### src/hw/rtl/dbdn_pkg.sv
`timescale 1ns / 1ps
// ----------------------------------------------------------------------------
// Detection box decode and NMS: shared package
// Types, constants and helpers used by the decode/NMS top level and its store.
// ----------------------------------------------------------------------------
package dbdn_pkg;

  localparam int MaxDetDef = 64;
  localparam int CoordW    = 18;
  localparam int ScoreW    = 16;
  localparam int ClassW    = 8;
  localparam int CfgIdxW   = 8;
  localparam int CfgDataW  = 16;
  localparam int MulAW     = 42;
  localparam int MulBW     = 20;
  localparam int MulPW     = MulAW + MulBW;
  localparam int EdgeW     = 50;

  localparam logic [ScoreW-1:0] ScoreThrRst   = 16'd16384;
  localparam logic [ScoreW-1:0] OverlapThrRst = 16'd29491;

  typedef enum logic [CfgIdxW-1:0] {
    CFG_SCORE_THR   = 8'd0,
    CFG_OVERLAP_THR = 8'd1
  } cfg_idx_e;

  typedef struct packed {
    logic [ClassW-1:0]        cls;
    logic [ScoreW-1:0]        score;
    logic signed [CoordW-1:0] bottom;
    logic signed [CoordW-1:0] right;
    logic signed [CoordW-1:0] top;
    logic signed [CoordW-1:0] left;
  } entry_t;

  function automatic logic [8:0] anchor_w(input logic layer32, input logic [1:0] anc);
    logic [8:0] r;
    unique case ({layer32, anc})
      3'b001:  r = 9'd23;
      3'b010:  r = 9'd37;
      3'b100:  r = 9'd81;
      3'b101:  r = 9'd135;
      3'b110:  r = 9'd344;
      3'b111:  r = 9'd81;
      default: r = 9'd10;
    endcase
    return r;
  endfunction

  function automatic logic [8:0] anchor_h(input logic layer32, input logic [1:0] anc);
    logic [8:0] r;
    unique case ({layer32, anc})
      3'b001:  r = 9'd27;
      3'b010:  r = 9'd58;
      3'b100:  r = 9'd82;
      3'b101:  r = 9'd169;
      3'b110:  r = 9'd319;
      3'b111:  r = 9'd82;
      default: r = 9'd14;
    endcase
    return r;
  endfunction

  // Q32 to Q14.4, round half up, saturate
  function automatic logic signed [CoordW-1:0] q32_to_q4(input logic signed [EdgeW-1:0] v);
    logic signed [EdgeW-1:0] r;
    logic signed [CoordW-1:0] o;
    r = (v + 50'sd134217728) >>> 28;
    if (r > 50'sd131071) begin
      o = 18'sd131071;
    end else if (r < -50'sd131072) begin
      o = -18'sd131072;
    end else begin
      o = r[CoordW-1:0];
    end
    return o;
  endfunction

endpackage

### src/hw/rtl/dbdn_mul.sv
`timescale 1ns / 1ps
// ----------------------------------------------------------------------------
// Shared signed multiplier
// One registered signed product, reused for box sizes, areas and IoU test.
// ----------------------------------------------------------------------------
module dbdn_mul
  import dbdn_pkg::*;
(
  input  logic                    clk_i,
  input  logic signed [MulAW-1:0] a_i,
  input  logic signed [MulBW-1:0] b_i,
  output logic signed [MulPW-1:0] p_o
);

  logic signed [MulPW-1:0] p_q;

  always_ff @(posedge clk_i) begin
    p_q <= a_i * b_i;
  end

  assign p_o = p_q;

endmodule

### config.mk
export PLATFORM = sky130hd
export DESIGN_NAME = dbdn_mul
export DESIGN_NICKNAME = d
export VERILOG_FILES = /design/src/hw/rtl/dbdn_pkg.sv /design/src/hw/rtl/dbdn_mul.sv
export SDC_FILE = /design/constraint.sdc
export NUM_CORES = 2
export LEC_CHECK = 0
export ABC_CLOCK_PERIOD_IN_PS = 9800
export BUFFER_PORTS_ARGS = -buffer_cell sky130_fd_sc_hd__clkbuf_2
export CAP_MARGIN = 10
export CORE_MARGIN = 1
export CORE_UTILIZATION = 29
export CTS_BUF_LIST = sky130_fd_sc_hd__clkbuf_2
export CTS_CLUSTER_SIZE = 20
export DETAILED_ROUTE_END_ITERATION = 6
export SLEW_MARGIN = 20
export SYNTH_ARGS = -nofsm -noshare
export SYNTH_HDL_FRONTEND = slang
export SYNTH_SLANG_ARGS = --single-unit
### constraint.sdc
create_clock -name clk_i -period 9.8 [get_ports clk_i]
set_input_delay 0.98 -clock clk_i [delete_from_list [all_inputs] [get_ports clk_i]]
set_output_delay 0.98 -clock clk_i [all_outputs]
set_load 0.1 [all_outputs]
=== Word level (Yosys, flattened, before mapping) ===
Index checks and enable logic that the tools add are counted.

* Logic and storage cells: 2
* Output and inout port bits: 62
* Bits of input ports: 63
* Flip-flop bits (word level): 62

* Multiply operators: 1

{| class="wikitable"
|+ Operator list
! kind !! number
|-
| 42-bit by 20-bit multiplier with 62-bit output || 1
|}

=== Logic depth before layout (Yosys ltp) ===
* Depth after elaboration: 1
* Depth in mapped cells: 28

=== Least setup slack after synthesis ===
Ideal clock, no wire load.

* Path type: in2reg
* From: input a_i[41]
* To: register p_q[58], in the netlist p_o[58]
* Data arrival time: 7246 ps
* Path slack: 2429 ps
* Library setup time: 126 ps
* Required time: 9674 ps
* Buffers on the path: 2
* Cell stages on the path: 24
* Cells stage by stage: clkbuf_1 -> and2_1 -> fa_1 -> fa_1 -> fa_1 -> inv_1 -> fa_1 -> inv_1 -> fa_1 -> fa_1 -> inv_1 -> fa_1 -> inv_1 -> ha_1 -> clkbuf_1 -> a21o_1 -> a21o_1 -> a21o_1 -> a21o_1 -> a21oi_1 -> o21ai_0 -> a21o_1 -> a41oi_1 -> xnor2_1

* Cells in the longest elaborated chain, start to end: 1

{| class="wikitable"
|+ Ends and longest elaborated chain
! element !! RTL line !! text
|-
| start: declaration || dbdn_mul.sv:10 || <nowiki>input logic signed [MulAW-1:0] a_i,</nowiki>
|-
| 42-bit by 20-bit multiplier with 62-bit output || dbdn_mul.sv:18 || <nowiki>p_q <= a_i * b_i;</nowiki>
|-
| end signal: assignment || dbdn_mul.sv:18 ||
|-
| end: declaration || dbdn_mul.sv:15 || <nowiki>logic signed [MulPW-1:0] p_q;</nowiki>
|}

No other way between the ends.

=== Final worst setup path ===
* From: input b_i[6]
* To: register p_q[59], in the netlist p_o[59]

* Cells in the longest elaborated chain, start to end: 1

{| class="wikitable"
|+ Ends and longest elaborated chain
! element !! RTL line !! text
|-
| start: declaration || dbdn_mul.sv:11 || <nowiki>input logic signed [MulBW-1:0] b_i,</nowiki>
|-
| 42-bit by 20-bit multiplier with 62-bit output || dbdn_mul.sv:18 ||
|}

No other way between the ends.

==> metrics.csv <==
stage,metric,value,unit
cells_and_area,multi_input_area,24700,um^2
setup_path,cp.arrival,8.74,ns
grt,antenna_found_initial,7,
setup_path,path_cells,"clkbuf_2, nand2_1, fa_1, inv_1, fa_1, inv_1, fa_1, inv_1, fa_1, fa_1, fa_1, inv_1, fa_1, inv_1, ha_1, nand3_1, nor2_1, nand4_1, o211ai_4, a21oi_1, o31a_1, o31a_1, o21ai_1, xor2_1",
grt,grt_pass1_vias,23800,
clock_network,cts_tree,done,
setup_path,start_kind,input port,
clock_network,cts_max_path_buffers,2,
setup_path,endpoint_kind,flip-flop,
cells_and_area,seqCellArea,1240,um^2
detailed_routing,wl_per_cell,17.9,um
yosys,synth_cell_types,59,
yosys,synth_top_area_cell,fa_1,
yosys,syn_nets,4354,
setup_path,worstPathMaxFanout,42,
clock_network,hold_buffers,0,
sta,final_hold_viol_count,0,
sta,final_max_slew_viol_count,0,
setup_path,setup.worst_path.start,b_i[6],
floorplan,io-pin-count,125,
run,maxCapViolCount,0,
cells_and_area,drive_gt1_share,5.29,%
sta,grt_setup_unrepaired,no,
floorplan,die_y,323,um
sta,min_period,7.99,ns
clock_network,cts_resized,0,
clock_network,cts_setup_buffers,0,
detailed_routing,drtIter0Drc,1262,
place,place_congestion,0.834,
yosys,synth_most_common_cell,inv_1,
grt,grt_max_degree,43,
sta,fmax,0.125,GHz
sta,relSlewSlack,23.7,%
yosys,synth_top_area_share,54.5,%
yosys,ys_top_cells_by_area,"fa_1 55%, inv_1 11%, and2_1 7.0%",
yosys,synthFlopType,dfxtp_1,
clock_network,path_clk_slew,0.29,ns
yosys,async_flop_share,0,%
clock_network,ctsRootBufferMaster,clkbuf_2,
setup_path,crit_required,10.55,ns
cells_and_area,largest_register_ffs,62,
yosys,ys_seq_area_share,4.14,%
sta,period_share,81.5,%
yosys,synthTopCellsByCount,"905 x inv_1, 816 x fa_1, 503 x nand2_1",
setup_path,cpPeakStageDelay,0.79,ns
sta,worstMarginPinSlew,1.15,ns
detailed_routing,via_per_inst,4.56,
cells_and_area,area_delta_synth_final,6.56,%
floorplan,die_x,323,um
setup_path,cp_common_cell,fa_1,
place,place_inst,4659,
setup_path,path_class,input port to flip-flop,
place,dp_hpwl,67.7,mm
clock_network,cts-buffers-inserted,9,
grt,grt_use_total,17.1,%
detailed_routing,vias,21300,
detailed_routing,wl,83.6,mm
place,port_buffers,124,
clock_network,cts_htree_levels,3,
floorplan,core_area,102000,um^2
status,outcome,completed,
yosys,syn_area_per_cell,9.02,um^2
setup_path,slowest_stage,clkbuf_2,
floorplan,core.rowCount,117,
yosys,syn_inst,3324,
grt,grt_overflow,0,
clock_network,clkSinkCount,62,
yosys,synth_seq_cells,62,
setup_path,worstSetupEndpoint,p_o[59]$_DFF_P_,
cells_and_area,fin_cells,4677,
cells_and_area,layout.nets,4333,
cells_and_area,fill_cells,10900,
floorplan,start_util,29.3,%
detailed_routing,drcViolationCount,0,
detailed_routing,dr.pass1.iters,5,
yosys,synth-edff-count,0,
min_path,min_path_type,input port to flip-flop,
sta,setup_tns,0,ns
yosys,yosysWarnings,0,
sta,setup_viol,0,
detailed_routing,ant_nets,0,
yosys,synth_area,30000,um^2
floorplan,die_area,105000,um^2
grt,grt_pass1_wl,136,mm
-- worst max-delay path: cells and delay by family --
kind | cells | cell delay (ns)
buffers and inverters | 6 | 1.03
AO/OA/AOI/OAI | 5 | 1.69
AND/OR/NAND/NOR | 4 | 0.90
adder cells (fa/ha/maj) | 8 | 3.91
XOR/XNOR | 1 | 0.16
-- layout make-up --
type	count	share of cell area (%)
Sequential cell	62	3.89
Multi-Input combinational cell	2176	77.2
Inverter	905	10.6
Clock inverter	5	0.157
Tap cell	1368	5.36
Clock buffer	11	0.172
Timing Repair Buffer	149	2.57
Antenna cell	1	0.00784
-- per-layer routing --
| metal | wire, um | GRT usage, % | vias to the layer above |
|---|---|---|---|
| li1 | - | - | 9343 |
| met1 | 34500 | 21.9 | 11200 |
| met2 | 41600 | 29.5 | 655 |
| met3 | 5280 | 2.89 | 112 |
| met4 | 2240 | 5.03 | 8 |
| met5 | 55 | 0 | - |
-- cell usage in the layout, fill, tap and decap left out, types with 2 or more instances in the layout --
master and count:
a211oi_1 4, a21boi_0 3, a21o_1 41, a21oi_1 58, a31oi_1 10, a41o_1 2, a41oi_1 3, and2_1 336
and3_1 3, buf_4 24, clkbuf_2 135, clkinv_2 4, dfxtp_1 62, fa_1 816, ha_1 151, inv_1 905
nand2_1 503, nand2b_1 6, nand3_1 12, nand4_1 9, nor2_1 61, nor2b_1 2, nor3_1 6, o211ai_1 6
o21ai_0 15, o21ai_1 16, o21bai_1 8, o221ai_1 2, o31a_1 2, o31ai_1 2, o41ai_1 2, or2_2 2
xnor2_1 49, xor2_1 20
-- metrics by stage --
stage | cell area [um^2] | hold WS, ns | utilization [%] | setup WS [ns]
4_1_cts | 31900 | 0.605 | 31.2 | 2.00
5_1_grt | 31900 | 0.659 | 31.3 | 1.55
3_3_place_gp | 31800 | 1.61 | 31.1 | 1.11
6_report | 31900 | 0.718 | 31.3 | 1.81
3_5_place_dp | 31800 | 1.61 | 31.1 | 1.07
2_1_floorplan | 30000 | 1.30 | - | 2.43
-- cells by family (layout without fill, tap and decap cells) --
kind of cell	after synthesis	in the layout	synth area share [%]
buf+inv	1086	1070	13.6
fa+ha+maj	967	967	60.8
simple gates	947	947	15.1
compound gates	193	193	4.35
xor+xnor	69	69	2.02
flops	62	62	4.14
other cells	0	1	0
-- worst min path at each step --
stage	startpoint	slack, ns	end	cells past startpoint
2_1_floorplan	b_i[0]	1.30	p_o[0]$_DFF_P_	2
3_3_place_gp	a_i[0]	1.61	p_o[0]$_DFF_P_	2
3_5_place_dp	p_o[48]$_DFF_P_	1.61	p_o[48]	1
4_1_cts	a_i[0]	0.61	p_o[0]$_DFF_P_	2
5_1_grt	a_i[0]	0.66	p_o[0]$_DFF_P_	2
6_report	a_i[0]	0.72	p_o[0]$_DFF_P_	2
Power is left out: the tool's default activity adds up to more than one toggle a clock period on the data nets, which glitch-free logic cannot reach.
